==> config.mk <==
export PLATFORM = sky130hd
export DESIGN_NAME = trial_division_prime_test_core
export DESIGN_NICKNAME = d
export VERILOG_FILES = /design/src/hw/rtl/tdp_pkg.sv /design/src/hw/rtl/tdp_div.sv /design/src/hw/rtl/trial_division_prime_test_core.sv
export SDC_FILE = /design/constraint.sdc
export NUM_CORES = 1
export LEC_CHECK = 0
export ABC_AREA = 1
export BUFFER_PORTS_ARGS = -buffer_cell sky130_fd_sc_hd__buf_2
export CORE_MARGIN = 10
export CORE_UTILIZATION = 50
export CTS_CLUSTER_DIAMETER = 50
export DETAILED_ROUTE_END_ITERATION = 6
export GPL_TIMING_DRIVEN = 0
export PLACE_DENSITY = 0.68
export SLEW_MARGIN = 20
export SYNTH_ARGS = -nofsm -noshare
export SYNTH_HDL_FRONTEND = slang
export SYNTH_SLANG_ARGS = --single-unit
==> constraint.sdc <==
create_clock -name clk -period 3.56 [get_ports clk]
set_clock_uncertainty 0.2 [all_clocks]
set_input_delay 0.89 -clock clk [delete_from_list [all_inputs] [get_ports clk]]
set_output_delay 0.89 -clock clk [all_outputs]
set_load 0.1 [all_outputs]
==> src/hw/rtl/tdp_pkg.sv <==
`default_nettype none
// ----------------------------------------------------------------------------
// tdp_pkg
// Shared widths and types for the trial-division prime test core.
// ----------------------------------------------------------------------------
package tdp_pkg;

    // Width of the tested number
    localparam int NUM_W = 32;

    // Divider step counter: must hold NUM_W itself
    localparam int CNT_W = $clog2(NUM_W + 1);
    localparam logic [CNT_W-1:0] DIV_STEPS = CNT_W'(NUM_W);

    // First odd trial divisor and divisor increment
    localparam logic [NUM_W-1:0] FIRST_DIVISOR = NUM_W'(3);
    localparam logic [NUM_W-1:0] DIVISOR_STEP  = NUM_W'(2);

    // Divider result, returned to the sequencer
    typedef struct packed {
        logic             done;
        logic [NUM_W-1:0] quotient;
        logic [NUM_W-1:0] remainder;
    } div_res_t;

endpackage
`default_nettype wire

==> src/hw/rtl/tdp_div.sv <==
`default_nettype none
// ----------------------------------------------------------------------------
// tdp_div
// Restoring divider, one quotient bit per cycle; quotient and remainder.
// ----------------------------------------------------------------------------
module tdp_div
    import tdp_pkg::*;
(
    input  wire logic             clk,
    input  wire logic             rst_n,
    input  wire logic             start,
    input  wire logic [NUM_W-1:0] dividend,
    input  wire logic [NUM_W-1:0] divisor,
    output div_res_t              res
);

    logic [NUM_W-1:0] quo_reg, quo_next;
    logic [NUM_W-1:0] rem_reg, rem_next;
    logic [NUM_W-1:0] dvs_reg, dvs_next;
    logic [CNT_W-1:0] cnt_reg, cnt_next;
    logic             busy_reg, busy_next;
    logic             done_reg, done_next;

    logic [NUM_W:0]   shifted;
    logic [NUM_W:0]   diff;

    // Bring down the next dividend bit and trial-subtract the divisor
    assign shifted = {rem_reg, quo_reg[NUM_W-1]};
    assign diff    = shifted - {1'b0, dvs_reg};

    always_comb
    begin
        quo_next  = quo_reg;
        rem_next  = rem_reg;
        dvs_next  = dvs_reg;
        cnt_next  = cnt_reg;
        busy_next = busy_reg;
        done_next = 1'b0;
        if (start)
        begin
            quo_next  = dividend;
            rem_next  = '0;
            dvs_next  = divisor;
            cnt_next  = DIV_STEPS;
            busy_next = 1'b1;
        end
        else if (busy_reg)
        begin
            if (diff[NUM_W])
            begin
                rem_next = shifted[NUM_W-1:0];
                quo_next = {quo_reg[NUM_W-2:0], 1'b0};
            end
            else
            begin
                rem_next = diff[NUM_W-1:0];
                quo_next = {quo_reg[NUM_W-2:0], 1'b1};
            end
            cnt_next = cnt_reg - CNT_W'(1);
            if (cnt_reg == CNT_W'(1))
            begin
                busy_next = 1'b0;
                done_next = 1'b1;
            end
        end
    end

    always_ff @(posedge clk or negedge rst_n)
    begin
        if (!rst_n)
        begin
            busy_reg <= 1'b0;
            done_reg <= 1'b0;
            cnt_reg  <= '0;
        end
        else
        begin
            busy_reg <= busy_next;
            done_reg <= done_next;
            cnt_reg  <= cnt_next;
        end
    end

    always_ff @(posedge clk)
    begin
        quo_reg <= quo_next;
        rem_reg <= rem_next;
        dvs_reg <= dvs_next;
    end

    assign res.done      = done_reg;
    assign res.quotient  = quo_reg;
    assign res.remainder = rem_reg;

endmodule
`default_nettype wire

==> src/hw/rtl/trial_division_prime_test_core.sv <==
`default_nettype none
// ----------------------------------------------------------------------------
// trial_division_prime_test_core
// Tests one unsigned number per request for primality by trial division.
// ----------------------------------------------------------------------------
// Usage:
//   Request channel (req_valid / req_stall / candidate): one transfer carries
//   one number. Response channel (rsp_valid / rsp_stall / prime_flag): one
//   transfer per request, in order, prime_flag = 1 for a prime.
//   Numbers below 2, and even numbers, are answered without the divider:
//   the request goes straight to ST_DONE. Odd numbers of 3 and up run odd
//   divisors d = 3, 5, 7, ... through one shared restoring divider; each
//   divisor passes through a load, NUM_W quotient bits and a check. The loop
//   stops when d exceeds the quotient n / d or a remainder is zero, so a
//   32-bit prime near 2^32 takes about 32768 divisors. The divider sets the
//   rate.
//   req_stall is high while a number is in work; the block takes the next
//   request once its answer sits in the response register, even while that
//   response is still stalled.
//   A stalled response holds its value; a finished answer waits inside until
//   the response register is free. Reset (rst_n low, asynchronous) drops any
//   number in work and any pending response.
// ----------------------------------------------------------------------------
module trial_division_prime_test_core
    import tdp_pkg::*;
(
    input  wire logic             clk,
    input  wire logic             rst_n,
    input  wire logic             req_valid,
    output      logic             req_stall,
    input  wire logic [NUM_W-1:0] candidate,
    output      logic             rsp_valid,
    input  wire logic             rsp_stall,
    output      logic             prime_flag
);

    typedef enum logic [3:0] {
        ST_IDLE = 4'b0001,
        ST_LOAD = 4'b0010,
        ST_DIV  = 4'b0100,
        ST_DONE = 4'b1000
    } state_t;

    state_t           state_reg, state_next;
    logic [NUM_W-1:0] num_reg, num_next;
    logic [NUM_W-1:0] dvs_reg, dvs_next;
    logic             res_reg, res_next;
    logic             rsp_valid_reg, rsp_valid_next;
    logic             flag_reg, flag_next;

    logic             req_xfer;
    logic             rsp_free;
    logic             div_start;
    div_res_t         div_res;

    assign req_xfer = req_valid && !req_stall;
    // Response register can take a new answer this cycle
    assign rsp_free = !rsp_valid_reg || !rsp_stall;

    // Shared divider: n / d gives both the loop bound and the remainder
    tdp_div u_div (
        .clk      (clk),
        .rst_n    (rst_n),
        .start    (div_start),
        .dividend (num_reg),
        .divisor  (dvs_reg),
        .res      (div_res)
    );

    always_comb
    begin
        state_next     = state_reg;
        num_next       = num_reg;
        dvs_next       = dvs_reg;
        res_next       = res_reg;
        rsp_valid_next = rsp_valid_reg;
        flag_next      = flag_reg;
        req_stall      = 1'b1;
        div_start      = 1'b0;

        // Drop the response once it transfers
        if (rsp_valid_reg && !rsp_stall)
            rsp_valid_next = 1'b0;

        unique case (state_reg)
            ST_IDLE:
            begin
                req_stall = 1'b0;
                if (req_valid)
                begin
                    num_next = candidate;
                    dvs_next = FIRST_DIVISOR;
                    if (candidate[NUM_W-1:1] == '0)
                    begin
                        // Zero and one
                        res_next   = 1'b0;
                        state_next = ST_DONE;
                    end
                    else if (!candidate[0])
                    begin
                        // Even: prime only for two
                        res_next   = (candidate[NUM_W-1:2] == '0);
                        state_next = ST_DONE;
                    end
                    else
                    begin
                        state_next = ST_LOAD;
                    end
                end
            end
            ST_LOAD:
            begin
                div_start  = 1'b1;
                state_next = ST_DIV;
            end
            ST_DIV:
            begin
                if (div_res.done)
                begin
                    if (dvs_reg > div_res.quotient)
                    begin
                        // d * d > n: no divisor left
                        res_next   = 1'b1;
                        state_next = ST_DONE;
                    end
                    else if (div_res.remainder == '0)
                    begin
                        res_next   = 1'b0;
                        state_next = ST_DONE;
                    end
                    else
                    begin
                        dvs_next   = dvs_reg + DIVISOR_STEP;
                        state_next = ST_LOAD;
                    end
                end
            end
            ST_DONE:
            begin
                // Hold the answer until the response register frees up
                if (rsp_free)
                begin
                    rsp_valid_next = 1'b1;
                    flag_next      = res_reg;
                    state_next     = ST_IDLE;
                end
            end
            default:
            begin
                state_next = ST_IDLE;
            end
        endcase
    end

    always_ff @(posedge clk or negedge rst_n)
    begin
        if (!rst_n)
        begin
            state_reg     <= ST_IDLE;
            rsp_valid_reg <= 1'b0;
        end
        else
        begin
            state_reg     <= state_next;
            rsp_valid_reg <= rsp_valid_next;
        end
    end

    always_ff @(posedge clk)
    begin
        num_reg  <= num_next;
        dvs_reg  <= dvs_next;
        res_reg  <= res_next;
        flag_reg <= flag_next;
    end

    assign rsp_valid  = rsp_valid_reg;
    assign prime_flag = flag_reg;

endmodule
`default_nettype wire

# Word level (Yosys, flattened, before mapping)
# Cells that the tools add are included.
# op_classes
n_addsub,3
n_lt_le_gt_ge,1
eq_ne,12
muxes,37
n_reduce_logical,14
# op_table
cell,n
two-way mux 32 bit,7
one-hot mux 32 bit (2 select lines),1
subtractor 33 x 32 -> 33 bit,1
"adder 32 x 2 -> 32 bit, second input constant",1
> comparator 32 bit,1
zero test 32 bit,1
zero test 31 bit,1
zero test 30 bit,1
two-way mux 4 bit,7
two-way mux 1 bit,18
one-hot mux 4 bit (4 select lines),1
two-way mux 6 bit,2
AND reduction 5 bit,2
"inequality test 2 bit, second input constant",4
"equality test 6 x 1 -> 1 bit, second input constant",1
"subtractor 6 x 1 -> 6 bit, second input constant",1
"equality test 4 x 1 -> 1 bit, second input constant",1
"equality test 4 x 2 -> 1 bit, second input constant",1
"equality test 4 x 3 -> 1 bit, second input constant",1
"equality test 4 bit, second input constant",1
AND reduction 2 bit,2
nonzero test 2 bit,2
"inequality test 3 x 2 -> 1 bit, second input constant",1
"inequality test 3 bit, second input constant",1
6 further kinds,7
# totals
register_bits,175
output_inout_bits,3

# Longest topological paths before layout
# Gate-level depths: netlist of the first run.
# logic_depth
word_depth,5
depth_mapped,16
mapped_depth_nobuf,15

# Hierarchy
# From an unflattened synthesis of the first run, not the netlist that was laid out.
# hier_totals
cells_unflattened,1544
hier_area_um2,11362.1
# modules_own_cells
module,instances,area_per_inst_um2,cells_per_inst
tdp_div,1,6964.2,1035
trial_division_prime_test_core,1,4398.0,509

# Worst setup path before layout of the first run
# No wires, ideal clock.
# synth_timing
path_kind,register to register
from,register state_reg[0]
to,register dvs_reg[10] (enable)
t_required_ns,2.941
arrival_ns,2.926
synth_period_minus_slack_ns,3.546
setup_slack_ns,0.014
path_buffers,0
setup_time_ns,0.419
path_stages_with_launch,7
cell_sequence,dfstp_2 -> inv_1 -> nor2_1 -> nand2_1 -> inv_1 -> o211ai_1 -> nor2_1
# synth_via
elab_chain_len,3
elab_cells_between_ends,8
cone_classes,6 x eq/ne; 2 x reduce/logical
# synth_rtl
item,line,rtl
from (decl),trial_division_prime_test_core.sv:44,"state_t state_reg, state_next;"
from (signal assigned),trial_division_prime_test_core.sv:164,state_reg <= state_next;
equality test 4 x 3 -> 1 bit / equality test 4 x 1 -> 1 bit (equally long branches),trial_division_prime_test_core.sv:85,unique case (state_reg)
"inequality test 2 bit (no source line), or another cell as far along",-,
AND reduction 5 bit (no source line) (*),-,
to (signal assigned),trial_division_prime_test_core.sv:172,dvs_reg <= dvs_next;
to (decl),trial_division_prime_test_core.sv:46,"logic [NUM_W-1:0] dvs_reg, dvs_next;"
# Mark *: on every way between the ends. The rest lies on a longest branch, timed or not.
# A chain may end at the register's enable or synchronous reset.

# Final worst setup path of the first run
# layout_timing
from,register u_div.quo_reg[31]
to,register dvs_reg[10] (enable)
# layout_via
elab_chain_len,3
# layout_rtl
item,line,rtl
from (decl),tdp_div.sv:17,"logic [NUM_W-1:0] quo_reg, quo_next;"
from (signal assigned),tdp_div.sv:86,quo_reg <= quo_next;
> comparator 32 bit,trial_division_prime_test_core.sv:120,if (dvs_reg > div_res.quotient)
inequality test 2 bit (no source line),-,
AND reduction 5 bit (no source line),-,
# No other way between the ends.

==> out/metrics.csv, run 1 <==
stage,metric,value,unit
routing,drc,0,
grt,grt_max_degree,41,
setup_path,worstPathRequired,3.48,ns
logic_synthesis,ys_top_cells_by_area,"edfxtp_1 (35%), nand2_1 (16%), inv_1 (9.1%)",
sta,maxSlewViolCount,0,
floorplanning,fp.coreArea,21800,sq um
routing,ant_nets,0,
layout,multiInputGateArea,5120,sq um
routing,wl_per_cell,14.4,um
clock_network,cts_resized,0,
layout,num-nets-final,1613,
layout,fill_cells,2095,
clock_network,clockBufferDepth,2,
clock_network,h-tree-depth,4,
routing,viasPerCell,5.07,
logic_synthesis,yosys_warnings,0,
layout,stdcell_area,12200,sq um
setup_path,worst_setup_path_start_kind,flop,
floorplanning,start_util,0.507,
clock_network,post_cts_buffers,0,
power,internal_power,5570,uW
power,power_density,805,nW/um^2
power,ir_drop,0.415,mV
routing,first_pass_iters,6,
clock_network,clock_latency,0.42,ns
floorplanning,die_h,169,um
logic_synthesis,synth_top_area_frac,0.347,
sta,relSlewSlack,0.435,
logic_synthesis,synth-main-ff-cell,edfxtp_1,
floorplanning,die_area,28500,sq um
clock_network,cts_hold_buf,0,
placement,place_congestion,0.947,
logic_synthesis,synth_fp_nets,1554,
placement,placed_area,11700,sq um
power,p_sw,4290,uW
clock_network,clock-root-buffer,clkbuf_16,
layout,seqCellArea,4810,sq um
sta,finalWorstSetupSlack,0.353,ns
grt,antenna_found_initial,0,
sta,worst_slew_pin_slew,0.848,ns
grt,track_usage,0.186,
grt,grt_pass1_wl,43100,um
logic_synthesis,synth_edf_count,128,
clock_network,path_clk_slew,0.07,ns
logic_synthesis,postSynthAreaPerCell,7.62,sq um
clock_network,tritoncts,done,
logic_synthesis,async_flop_share,0.0751,
power,swShare,0.435,
setup_path,endpoint_kind,flop,
layout,drive_gt1_frac,0.0892,
logic_synthesis,syn_area,11100,sq um
clock_network,cts_made_buffers,17,
power,combPwrFrac,0.483,
placement,port-buffer-count,38,
run,cap_violations,0,
logic_synthesis,postSynthCellCount,1452,
setup_path,crit_fanout,27,
grt,grt_overflow,0,
layout,syn2layout_area_growth,10.7,%
placement,dp_slack,0.261,ns
sta,period_needed,3.21,ns
routing,routed_wl,25900,um
floorplanning,fp-row-count,54,
routing,num_vias,9151,
placement,hpwl,20900,um
sta,max_freq,312,MHz
floorplanning,pin_count,39,
floorplanning,fp.dieW,169,um
status,status,completed,
grt,grt_pass1_vias,8904,
min_path,hold_class,primary input to async pin,
routing,dr.first_iter.drc_count,501,
sta,setup_viol,0,
layout,n_antenna_cell,0,
logic_synthesis,ys_seq_area_frac,0.435,
logic_synthesis,netlist.top_cell.by_area,edfxtp_1,
power,pwr-share-clk,0.188,
sta,period_share,0.901,
sta,rsz0062_at_grt,no,
clock_network,cts_sinks,173,
logic_synthesis,synth-seq-cells,173,
power,p_leak,0.00601,uW
power,power.share.sequential,0.329,
sta,final_hold_viol_count,0,
logic_synthesis,synth.distinct_cells,50,
setup_path,cp_data_arrival_time,3.12,ns
setup_path,crit_type,flop to flop,
[placed cells by master (no fill, tap or decap), types with 5 or more instances in the layout]
cell       count
nand2_1      459
inv_1        268
edfxtp_1     128
nor2_1       100
nand3_1       97
ha_1          65
a21oi_1       55
o21ai_0       46
buf_2         45
nand4_1       34
dfxtp_1       32
nand2_2       18
nor3_1        18
clkbuf_16     17
xnor2_1       15
dfrtp_1       12
nor4_1        11
clkbuf_1       9
or2_2          6
nand3b_1       6
o21a_1         6
o21bai_1       5
inv_6          5
[metal layers]
| layer | part of all wire | vias up | track usage |
|---|---|---|---|
| met5 | 0 | - | 0 |
| met3 | 0.038 | 38 | 0.0213 |
| li1 | - | 4778 | - |
| met4 | 0.035 | 0 | 0.0893 |
| met1 | 0.45 | 4124 | 0.233 |
| met2 | 0.48 | 211 | 0.314 |
[logic make-up after synthesis]
family,after synthesis,synth area share
simple gates,775,0.308
buf+inv,293,0.104
flops,173,0.435
compound gates,126,0.0632
fa+ha+maj,66,0.0753
xor+xnor,19,0.0150
[cells in the mapped netlist, drive strengths merged, types with 11 or more instances]
master	number
a21oi	59
buf	14
dfrtp	12
dfxtp	32
edfxtp	128
ha	65
inv	271
nand2	482
nand3	99
nand4	34
nor2	108
nor3	22
nor4	11
o21ai	47
xnor2	15
[critical path: stages (launching register included)]
cell      delay, ns
edfxtp_1       0.55
inv_1          0.18
ha_1           0.33
nand2_1        0.07
nor2_1         0.14
nand4_1        0.15
nor2_1         0.23
nand4_1        0.22
nand3_1        0.24
nand2_1        0.12
nor2_4         0.22
buf_12         0.23
[power by group through the flow]
stage / Combinational (uW) / Clock [uW] / Sequential (uW)
floorplan: 3600 / 0 / 3170
global placement: 4570 / 0 / 3300
detailed placement: 4730 / 0 / 3280
CTS: 4750 / 1890 / 3240
global route: 5470 / 1980 / 3320
finish: 4760 / 1850 / 3240
[metrics by stage]
stage / util / instances / setup TNS, ns / hold WS, ns / power (uW)
after global placement: 0.532 / 1770 / -41.52 / 0.213 / 7860
after floorplan: - / 1452 / 0 / 0.200 / 6770
after CTS: 0.561 / 1804 / 0 / 0.132 / 9880
after detailed placement: 0.534 / 1772 / 0 / 0.225 / 8010
after global routing: 0.561 / 1804 / 0 / 0.154 / 10800
final: 0.561 / 1804 / 0 / 0.143 / 9850
[cell type report]
cell class / instances / share of cell area
buffer: 22 / 0.0106
clock buffer: 18 / 0.0351
clock inverter: 14 / 0.0128
inverter: 271 / 0.0831
multi-input combinational: 986 / 0.418
sequential: 173 / 0.393
tap: 280 / 0.0286
timing repair buffer: 40 / 0.0188
[worst paths after layout]
kind | start | endpoint | cells after the start | slack [ns]
min in group clk | res_reg$_DFFE_PP_ | prime_flag$_DFFE_PP_ | 0 | 0.24
min reg2reg | res_reg$_DFFE_PP_ | prime_flag$_DFFE_PP_ | 0 | 0.24
max in group asynchronous | rst_n | state_reg[0]$_DFFE_PN1P_ | 1 | 2.74
min | rst_n | u_div.cnt_reg[3]$_DFFE_PN0P_ | 1 | 0.14
max reg2reg | u_div.quo_reg[31]$_DFFE_PP_ | dvs_reg[10]$_SDFFCE_PN0P_ | 11 | 0.35
max | u_div.quo_reg[31]$_DFFE_PP_ | dvs_reg[10]$_SDFFCE_PN0P_ | 11 | 0.35
No activity file was read; power rests on OpenSTA's default activity.
==> run 2, diff against run 1 <==
--- a/config.mk
+++ b/config.mk
@@ -7,6 +7,7 @@
 export LEC_CHECK = 0
 export ABC_AREA = 1
 export BUFFER_PORTS_ARGS = -buffer_cell sky130_fd_sc_hd__buf_2
+export CORE_ASPECT_RATIO = 1.4
 export CORE_MARGIN = 10
 export CORE_UTILIZATION = 50
 export CTS_CLUSTER_DIAMETER = 50
==> constraint.sdc (replaced) <==
create_clock -name clk -period 3.56 [get_ports clk]
set_clock_uncertainty 0.2 [all_clocks]
set_input_delay 0.89 -clock clk [delete_from_list [all_inputs] [get_ports clk]]
set_output_delay 0.89 -clock clk [all_outputs]
set_load 0.02 [all_outputs]
==> run 2 against run 1 <==
Compared with the run above: maximum frequency increased by 0.84%; critical endpoint is now dvs_reg[15]$_SDFFCE_PN0P_; flip-flop and latch count unchanged; via count increased by 1.9%; register-to-register slack improved by 0.03 ns; clock power decreased by 3%; final cell count increased by 0.89%; worst hold slack got worse by 0.019 ns; clock-buffer cell count unchanged.
==> out/metrics.csv, run 2 (synthesis results as in run 1) <==
stage,metric,value,unit,change
status,status,completed,,unchanged
floorplanning,die_area,28600,sq um,was 28500 sq um
setup_path,worst_setup_path_start_kind,flop,,unchanged
power,ir_drop,0.450,mV,was 0.415 mV
grt,antenna_found_initial,0,,unchanged
power,swShare,0.445,,was 0.435
grt,grt_max_degree,41,,unchanged
run,cap_violations,0,,unchanged
clock_network,cts_sinks,173,,unchanged
setup_path,worstPathRequired,3.50,ns,was 3.48 ns
layout,layout_common_cells,"nand2_1 (459), inv_1 (268), edfxtp_1 (128)",,unchanged
layout,final_cells,1820,,was 1804
layout,n_antenna_cell,0,,unchanged
routing,wl_per_cell,15.7,um,was 14.4 um
routing,drc,0,,unchanged
setup_path,critPathMaxStageDelay,0.49,ns,was 0.55 ns
grt,grt_pass1_wl,46300,um,was 43100 um
sta,maxSlewViolCount,0,,unchanged
sta,tns,0,ns,unchanged
placement,dp_slack,0.371,ns,was 0.261 ns
clock_network,h-tree-depth,4,,unchanged
setup_path,cp_data_arrival_time,3.12,ns,about the same
setup_path,reg2reg_from,u_div.quo_reg[31]$_DFFE_PP_,,unchanged
clock_network,tritoncts,done,,unchanged
setup_path,crit_type,flop to flop,,unchanged
clock_network,cts_hold_buf,0,,unchanged
power,pwr-share-clk,0.182,,was 0.188
routing,routed_wl,28500,um,was 25900 um
setup_path,endpoint_kind,flop,,unchanged
clock_network,path_clk_slew,0.07,ns,about the same
routing,dr.first_iter.drc_count,369,,was 501
sta,period_needed,3.18,ns,was 3.21 ns
placement,dp_cells,1788,,was 1772
clock_network,clockBufferDepth,2,,unchanged
power,p_sw,4410,uW,was 4290 uW
clock_network,clock_latency,0.44,ns,was 0.42 ns
power,p_leak,0.00598,uW,was 0.00601 uW
power,power_density,810,nW/um^2,was 805 nW/um^2
layout,drive_gt1_frac,0.0873,,was 0.0892
setup_path,cp_cell_sequence,"inv_1, ha_1, nand2_1, nor2_1, nand4_1, nor2_1, nand4_1, nand3_1, nand2_1, nor2_4, buf_12",,unchanged
routing,ant_nets,0,,unchanged
floorplanning,pin_count,39,,unchanged
grt,track_usage,0.203,,was 0.186
setup_path,r2r-end,dvs_reg[15]$_SDFFCE_PN0P_,,was dvs_reg[10]$_SDFFCE_PN0P_
clock_network,clock-root-buffer,clkbuf_16,,unchanged
layout,layout_commonest_cell,nand2_1,,unchanged
sta,worst_slew_pin_slew,1.01,ns,was 0.848 ns
floorplanning,fp-row-count,64,,was 54
setup_path,r2r_cells,11,,unchanged
power,internal_power,5490,uW,was 5570 uW
layout,num-nets-final,1612,,was 1613
sta,worst_hold_slack,0.124,ns,was 0.143 ns
floorplanning,start_util,0.506,,was 0.507
floorplanning,fp.dieW,146,um,was 169 um
grt,grt_overflow,0,,unchanged
sta,max_freq,314,MHz,was 312 MHz
sta,finalWorstSetupSlack,0.380,ns,was 0.353 ns
power,combPwrFrac,0.489,,was 0.483
setup_path,crit_fanout,25,,was 27
floorplanning,fp.coreArea,21900,sq um,was 21800 sq um
placement,hpwl,23000,um,was 20900 um
setup_path,slowest_stage,edfxtp_1,,unchanged
floorplanning,die_h,196,um,was 169 um
sta,final_hold_viol_count,0,,unchanged
min_path,hold_class,primary input to async pin,,unchanged
clock_network,cts_resized,0,,unchanged
setup_path,rrSetupSlack,0.38,ns,was 0.35 ns
power,power.share.sequential,0.329,,about the same
placement,place_congestion,0.989,,was 0.947
clock_network,post_cts_buffers,0,,unchanged
sta,rsz0062_at_grt,no,,unchanged
placement,port-buffer-count,38,,unchanged
sta,setup_viol,0,,unchanged
clock_network,cts_made_buffers,17,,unchanged
routing,viasPerCell,5.12,,was 5.07
layout,syn2layout_area_growth,10.4,%,was 10.7%
routing,first_pass_iters,5,,was 6
routing,num_vias,9321,,was 9151
sta,period_share,0.893,,was 0.901
grt,grt_pass1_vias,9342,,was 8904
sta,relSlewSlack,0.327,,was 0.435
==> run 2: cell types whose count changed in the layout (fill, tap and decap cells not counted) <==
cell	previous run	this run
buf_12	3	2
inv_6	5	3
clkinv_1	0	3
clkinv_4	1	2
clkbuf_1	9	8
inv_8	1	0
clkbuf_8	0	1
bufinv_16	2	1
==> run 2: area by class of cell <==
class | count | area [sq um]
fill | 2102 | 9650
multi-input combinational | 986 | 5120
sequential | 173 | 4810
inverter | 271 | 1020
clock buffer | 18 | 439
tap | 297 | 372
timing repair buffer | 39 | 210
buffer | 22 | 130
clock inverter | 14 | 118
==> run 2: metal layers <==
metal / up-vias / wire length [um] / global-route usage
met5: - / 0 / 0
met4: 0 / 1670 / 0.131
li1: 4782 / - / -
met1: 4272 / 10800 / 0.204
met2: 202 / 15300 / 0.387
met3: 65 / 658 / 0.0246
==> run 2: worst max-delay path: cells and delay by family, from the launching register on <==
family	cells	cell delay (ns)
flops	1	0.49
fa+ha+maj	1	0.32
buf+inv	2	0.36
simple gates	8	1.49
==> run 2: power groups by stage <==
stage          Sequential [uW]  Combinational (uW)  Clock, uW
2_1_floorplan             3170                3580          0
3_5_place_dp              3290                4820          0
4_1_cts                   3250                4850       1830
5_1_grt                   3320                5490       1910
3_3_place_gp              3300                4660          0
6_report                  3260                4840       1800
==> run 2: metrics by stage <==
step	total power, uW	instance area (sq um)	util
floorplan	6750	11100	-
global placement	7960	11600	0.532
detailed placement	8110	11700	0.533
CTS	9930	12200	0.559
global route	10700	12200	0.559
finish	9900	12200	0.559
==> run 2: worst max-delay path by stage <==
stage | end | slack, ns | startpoint
2_1_floorplan | dvs_reg[10]$_SDFFCE_PN0P_ | 0.16 | u_div.quo_reg[31]$_DFFE_PP_
3_3_place_gp | dvs_reg[19]$_SDFFCE_PN0P_ | -1.25 | u_div.quo_reg[31]$_DFFE_PP_
3_5_place_dp | dvs_reg[15]$_SDFFCE_PN0P_ | 0.37 | u_div.quo_reg[31]$_DFFE_PP_
4_1_cts | dvs_reg[22]$_SDFFCE_PN0P_ | 0.35 | u_div.quo_reg[31]$_DFFE_PP_
5_1_grt | dvs_reg[15]$_SDFFCE_PN0P_ | 0.18 | u_div.quo_reg[31]$_DFFE_PP_
6_report | dvs_reg[15]$_SDFFCE_PN0P_ | 0.38 | u_div.quo_reg[31]$_DFFE_PP_
==> run 3, diff against run 2 <==
--- a/config.mk
+++ b/config.mk
@@ -5,10 +5,10 @@
 export SDC_FILE = /design/constraint.sdc
 export NUM_CORES = 1
 export LEC_CHECK = 0
-export ABC_AREA = 1
+export ABC_AREA = 0
 export BUFFER_PORTS_ARGS = -buffer_cell sky130_fd_sc_hd__buf_2
 export CORE_ASPECT_RATIO = 1.4
-export CORE_MARGIN = 10
+export CORE_MARGIN = 2
 export CORE_UTILIZATION = 50
 export CTS_CLUSTER_DIAMETER = 50
 export DETAILED_ROUTE_END_ITERATION = 6
==> constraint.sdc (replaced) <==
create_clock -name clk -period 3.56 [get_ports clk]
set_clock_uncertainty 0.2 [all_clocks]
set_input_delay 0.89 -clock clk [delete_from_list [all_inputs] [get_ports clk]]
set_output_delay 0.89 -clock clk [all_outputs]
set_load 0.1 [all_outputs]
==> run 3 against run 2 <==
Compared with the run above: die area shrank 29%; power shrank 0.72%; utilization grew 0.66 points; critical path depth is the same; worst hold slack gained 0.016 ns.
==> out/metrics.csv, run 3 <==
stage,metric,value,unit,change
floorplanning,fp.coreArea,19100,sq um,was 21900 sq um
floorplanning,pin_count,39,,unchanged
grt,grt_overflow,0,,unchanged
layout,n_antenna_cell,0,,unchanged
sta,tns,0,ns,unchanged
sta,rsz0062_at_grt,no,,unchanged
layout,drive_gt1_frac,0.103,,was 0.0873
floorplanning,fp.dieW,121,um,was 146 um
layout,fill_cells,1654,,was 2102
setup_path,cp_data_arrival_time,3.37,ns,was 3.12 ns
setup_path,r2r_cells,11,,unchanged
logic_synthesis,ys_seq_area_frac,0.500,,was 0.435
floorplanning,die_area,20400,sq um,was 28600 sq um
sta,max_freq,291,MHz,was 314 MHz
logic_synthesis,ys_top_cells_by_area,"edfxtp_1 (40%), ha_1 (8.4%), dfxtp_1 (6.7%)",,"was edfxtp_1 (35%), nand2_1 (16%), inv_1 (9.1%)"
floorplanning,die_h,168,um,was 196 um
setup_path,path_depth,11,,unchanged
routing,drc,0,,unchanged
logic_synthesis,synth-simple-area-share,0.142,,was 0.308
clock_network,cts_made_buffers,17,,unchanged
clock_network,cts_hold_buf,0,,unchanged
setup_path,crit_fanout,27,,was 25
run,cap_violations,0,,unchanged
sta,setup_viol,0,,unchanged
routing,first_pass_iters,5,,unchanged
layout,layout_commonest_cell,edfxtp_1,,was nand2_1
status,status,completed,,unchanged
layout,num-nets-final,1099,,was 1612
clock_network,h-tree-depth,4,,unchanged
sta,relSlewSlack,0.278,,was 0.327
setup_path,reg2reg_from,u_div.quo_reg[31]$_DFFE_PP_,,unchanged
sta,worst_slew_pin_slew,1.07,ns,was 1.01 ns
setup_path,critPathMaxStageDelay,0.72,ns,was 0.49 ns
setup_path,crit_type,flop to flop,,unchanged
floorplanning,fp-row-count,60,,was 64
setup_path,worst_path_most_repeated_cell,nor2_1,,
logic_synthesis,netlist.top_cell.by_area,edfxtp_1,,unchanged
layout,post-route-util,0.565,,was 0.559
clock_network,clock_latency,0.44,ns,about the same
sta,period_share,0.966,,was 0.893
logic_synthesis,synth_top_area_frac,0.399,,was 0.347
setup_path,worst_setup_path_start_kind,flop,,unchanged
min_path,hold_class,primary input to async pin,,unchanged
grt,track_usage,0.213,,was 0.203
sta,final_hold_viol_count,0,,unchanged
power,power_density,912,nW/um^2,was 810 nW/um^2
routing,dr.first_iter.drc_count,411,,was 369
logic_synthesis,synth_edf_count,128,,unchanged
logic_synthesis,synth_top_family_by_area,compound AO/OA/AOI/OAI gates,,was simple AND/OR/NAND/NOR gates
logic_synthesis,syn_area,9630,sq um,was 11100 sq um
power,p_leak,0.00431,uW,was 0.00598 uW
floorplanning,start_util,0.505,,was 0.506
setup_path,endpoint_kind,flop,,unchanged
setup_path,worstPathRequired,3.49,ns,was 3.50 ns
setup_path,rrSetupSlack,0.12,ns,was 0.38 ns
logic_synthesis,synth.distinct_cells,64,,was 50
sta,maxSlewViolCount,0,,unchanged
grt,antenna_found_initial,0,,unchanged
clock_network,clockBufferDepth,2,,unchanged
sta,worst_hold_slack,0.140,ns,was 0.124 ns
routing,viasPerCell,5.68,,was 5.12
logic_synthesis,synth-xor-area-share,0.0535,,was 0.0150
layout,stdcell_area,10800,sq um,was 12200 sq um
grt,grt_pass1_wl,33700,um,was 46300 um
sta,period_needed,3.44,ns,was 3.18 ns
logic_synthesis,postSynthCellCount,937,,was 1452
setup_path,slowest_stage,nor4_1,,was edfxtp_1
grt,grt_max_degree,35,,was 41
routing,ant_nets,0,,unchanged
placement,place_congestion,0.876,,was 0.989
placement,placed_area,10200,sq um,was 11700 sq um
clock_network,clock-root-buffer,clkbuf_16,,unchanged
logic_synthesis,synth_fp_nets,1039,,was 1554
placement,port-buffer-count,38,,unchanged
layout,layout_common_cells,"edfxtp_1 (128), nor2_1 (82), nand2_1 (81)",,"was nand2_1 (459), inv_1 (268), edfxtp_1 (128)"
logic_synthesis,synthAdderAreaFrac,0.0866,,was 0.0753
placement,hpwl,15900,um,was 23000 um
routing,num_vias,7141,,was 9321
routing,wl_per_cell,16.5,um,was 15.7 um
logic_synthesis,synthTopCellsByCount,"edfxtp_1 (128), nor2_1 (83), nand2_1 (81), inv_1 (74), ha_1 (65)",,"was nand2_1 (459), inv_1 (269), edfxtp_1 (128), nor2_1 (102), nand3_1 (97)"
logic_synthesis,synth-compound-area-share,0.148,,was 0.0632
clock_network,tritoncts,done,,unchanged
logic_synthesis,synth-seq-cells,173,,unchanged
power,ir_drop,0.385,mV,was 0.450 mV
setup_path,cp_cell_sequence,"buf_4, inv_1, ha_1, nand4_1, nor4_1, and3_1, a21oi_1, nor2_1, nor2_1, nor2_4, buf_12",,"was inv_1, ha_1, nand2_1, nor2_1, nand4_1, nor2_1, nand4_1, nand3_1, nand2_1, nor2_4, buf_12"
setup_path,worst-path-buf-inv,3,,was 2
setup_path,crit_family,simple AND/OR/NAND/NOR gates,,unchanged
grt,grt_pass1_vias,6971,,was 9342
routing,routed_wl,20700,um,was 28500 um
setup_path,r2r-end,dvs_reg[31]$_SDFFCE_PN0P_,,was dvs_reg[15]$_SDFFCE_PN0P_
layout,syn2layout_area_growth,12.0,%,was 10.4%
logic_synthesis,postSynthAreaPerCell,10.3,sq um,was 7.62 sq um
clock_network,path_clk_slew,0.07,ns,about the same
logic_synthesis,yosys_warnings,0,,unchanged
clock_network,cts_sinks,173,,unchanged
logic_synthesis,synth-main-ff-cell,edfxtp_1,,unchanged
logic_synthesis,async_flop_share,0.0751,,unchanged
logic_synthesis,yosysMostFrequentCell,edfxtp_1,,was nand2_1
logic_synthesis,synth_mux_area_frac,0.0264,,was 0
-- run 3: how the worst max path moves through the flow --
stage                     slack (ns)                         from                        endpoint
after detailed placement       -0.03  u_div.quo_reg[31]$_DFFE_PP_  u_div.rem_reg[30]$_SDFFE_PP0P_
after floorplan                  0.1     state_reg[0]$_DFFE_PN1P_       dvs_reg[10]$_SDFFCE_PN0P_
after CTS                       0.03  u_div.quo_reg[31]$_DFFE_PP_  u_div.rem_reg[30]$_SDFFE_PP0P_
after global placement         -0.80     state_reg[0]$_DFFE_PN1P_       dvs_reg[23]$_SDFFCE_PN0P_
final                           0.12  u_div.quo_reg[31]$_DFFE_PP_       dvs_reg[31]$_SDFFCE_PN0P_
after global routing            0.04  u_div.quo_reg[31]$_DFFE_PP_       dvs_reg[31]$_SDFFCE_PN0P_
-- run 3: repair_timing --
action	in CTS	in global routing
resized for setup	0	1
buffers inserted	1	0
endpoints found under the setup margin	2	5
-- run 3: logic make-up (layout without fill, tap and decap cells) --
group,count (synthesis),after routing
AND/OR/NAND/NOR,287,287
AO/OA/AOI/OAI,221,221
flip-flops,173,173
adder cells (fa/ha/maj),66,66
multiplexers,25,25
XOR/XNOR,58,58
buffers and inverters,107,180
-- run 3: power breakdown --
part / total [uW] / switching (uW) / leakage, uW / internal [uW]
sequential: 3500 / 512 / 0.00164 / 2990
combinational: 4490 / 2660 / 0.00239 / 1830
clock: 1830 / 887 / 0.000284 / 944
-- run 3: layer usage --
metal,track usage,wire (um)
met5,0,0
met2,0.392,11100
met1,0.233,8130
met4,0.104,807
met3,0.0356,675
-- run 3: through the flow --
step           total power, uW  setup WS [ns]  std cells
2_1_floorplan             6870         0.0974        937
3_3_place_gp              7860         -0.804       1223
3_5_place_dp              7980        -0.0322       1225
4_1_cts                   9830         0.0270       1258
5_1_grt                  10500         0.0450       1258
6_report                  9830          0.121       1258
-- run 3: cell type report --
| class | count | area, sq um | share of cell area |
|---|---|---|---|
| Timing Repair Buffer | 41 | 238 | 0.0220 |
| Clock buffer | 17 | 425 | 0.0395 |
| Sequential cell | 173 | 4810 | 0.446 |
| Clock inverter | 15 | 166 | 0.0154 |
| Tap cell | 248 | 310 | 0.0288 |
| Multi-Input combinational cell | 657 | 4410 | 0.409 |
| Buffer | 31 | 140 | 0.0130 |
| Inverter | 76 | 285 | 0.0265 |
-- run 3: worst reg2reg max path, stage by stage, from the launching register on --
cell      delay (ns)
edfxtp_1        0.49
buf_4           0.22
inv_1           0.05
ha_1            0.28
nand4_1         0.14
nor4_1          0.72
and3_1          0.26
a21oi_1         0.07
nor2_1          0.18
nor2_1          0.09
nor2_4          0.20
buf_12          0.22
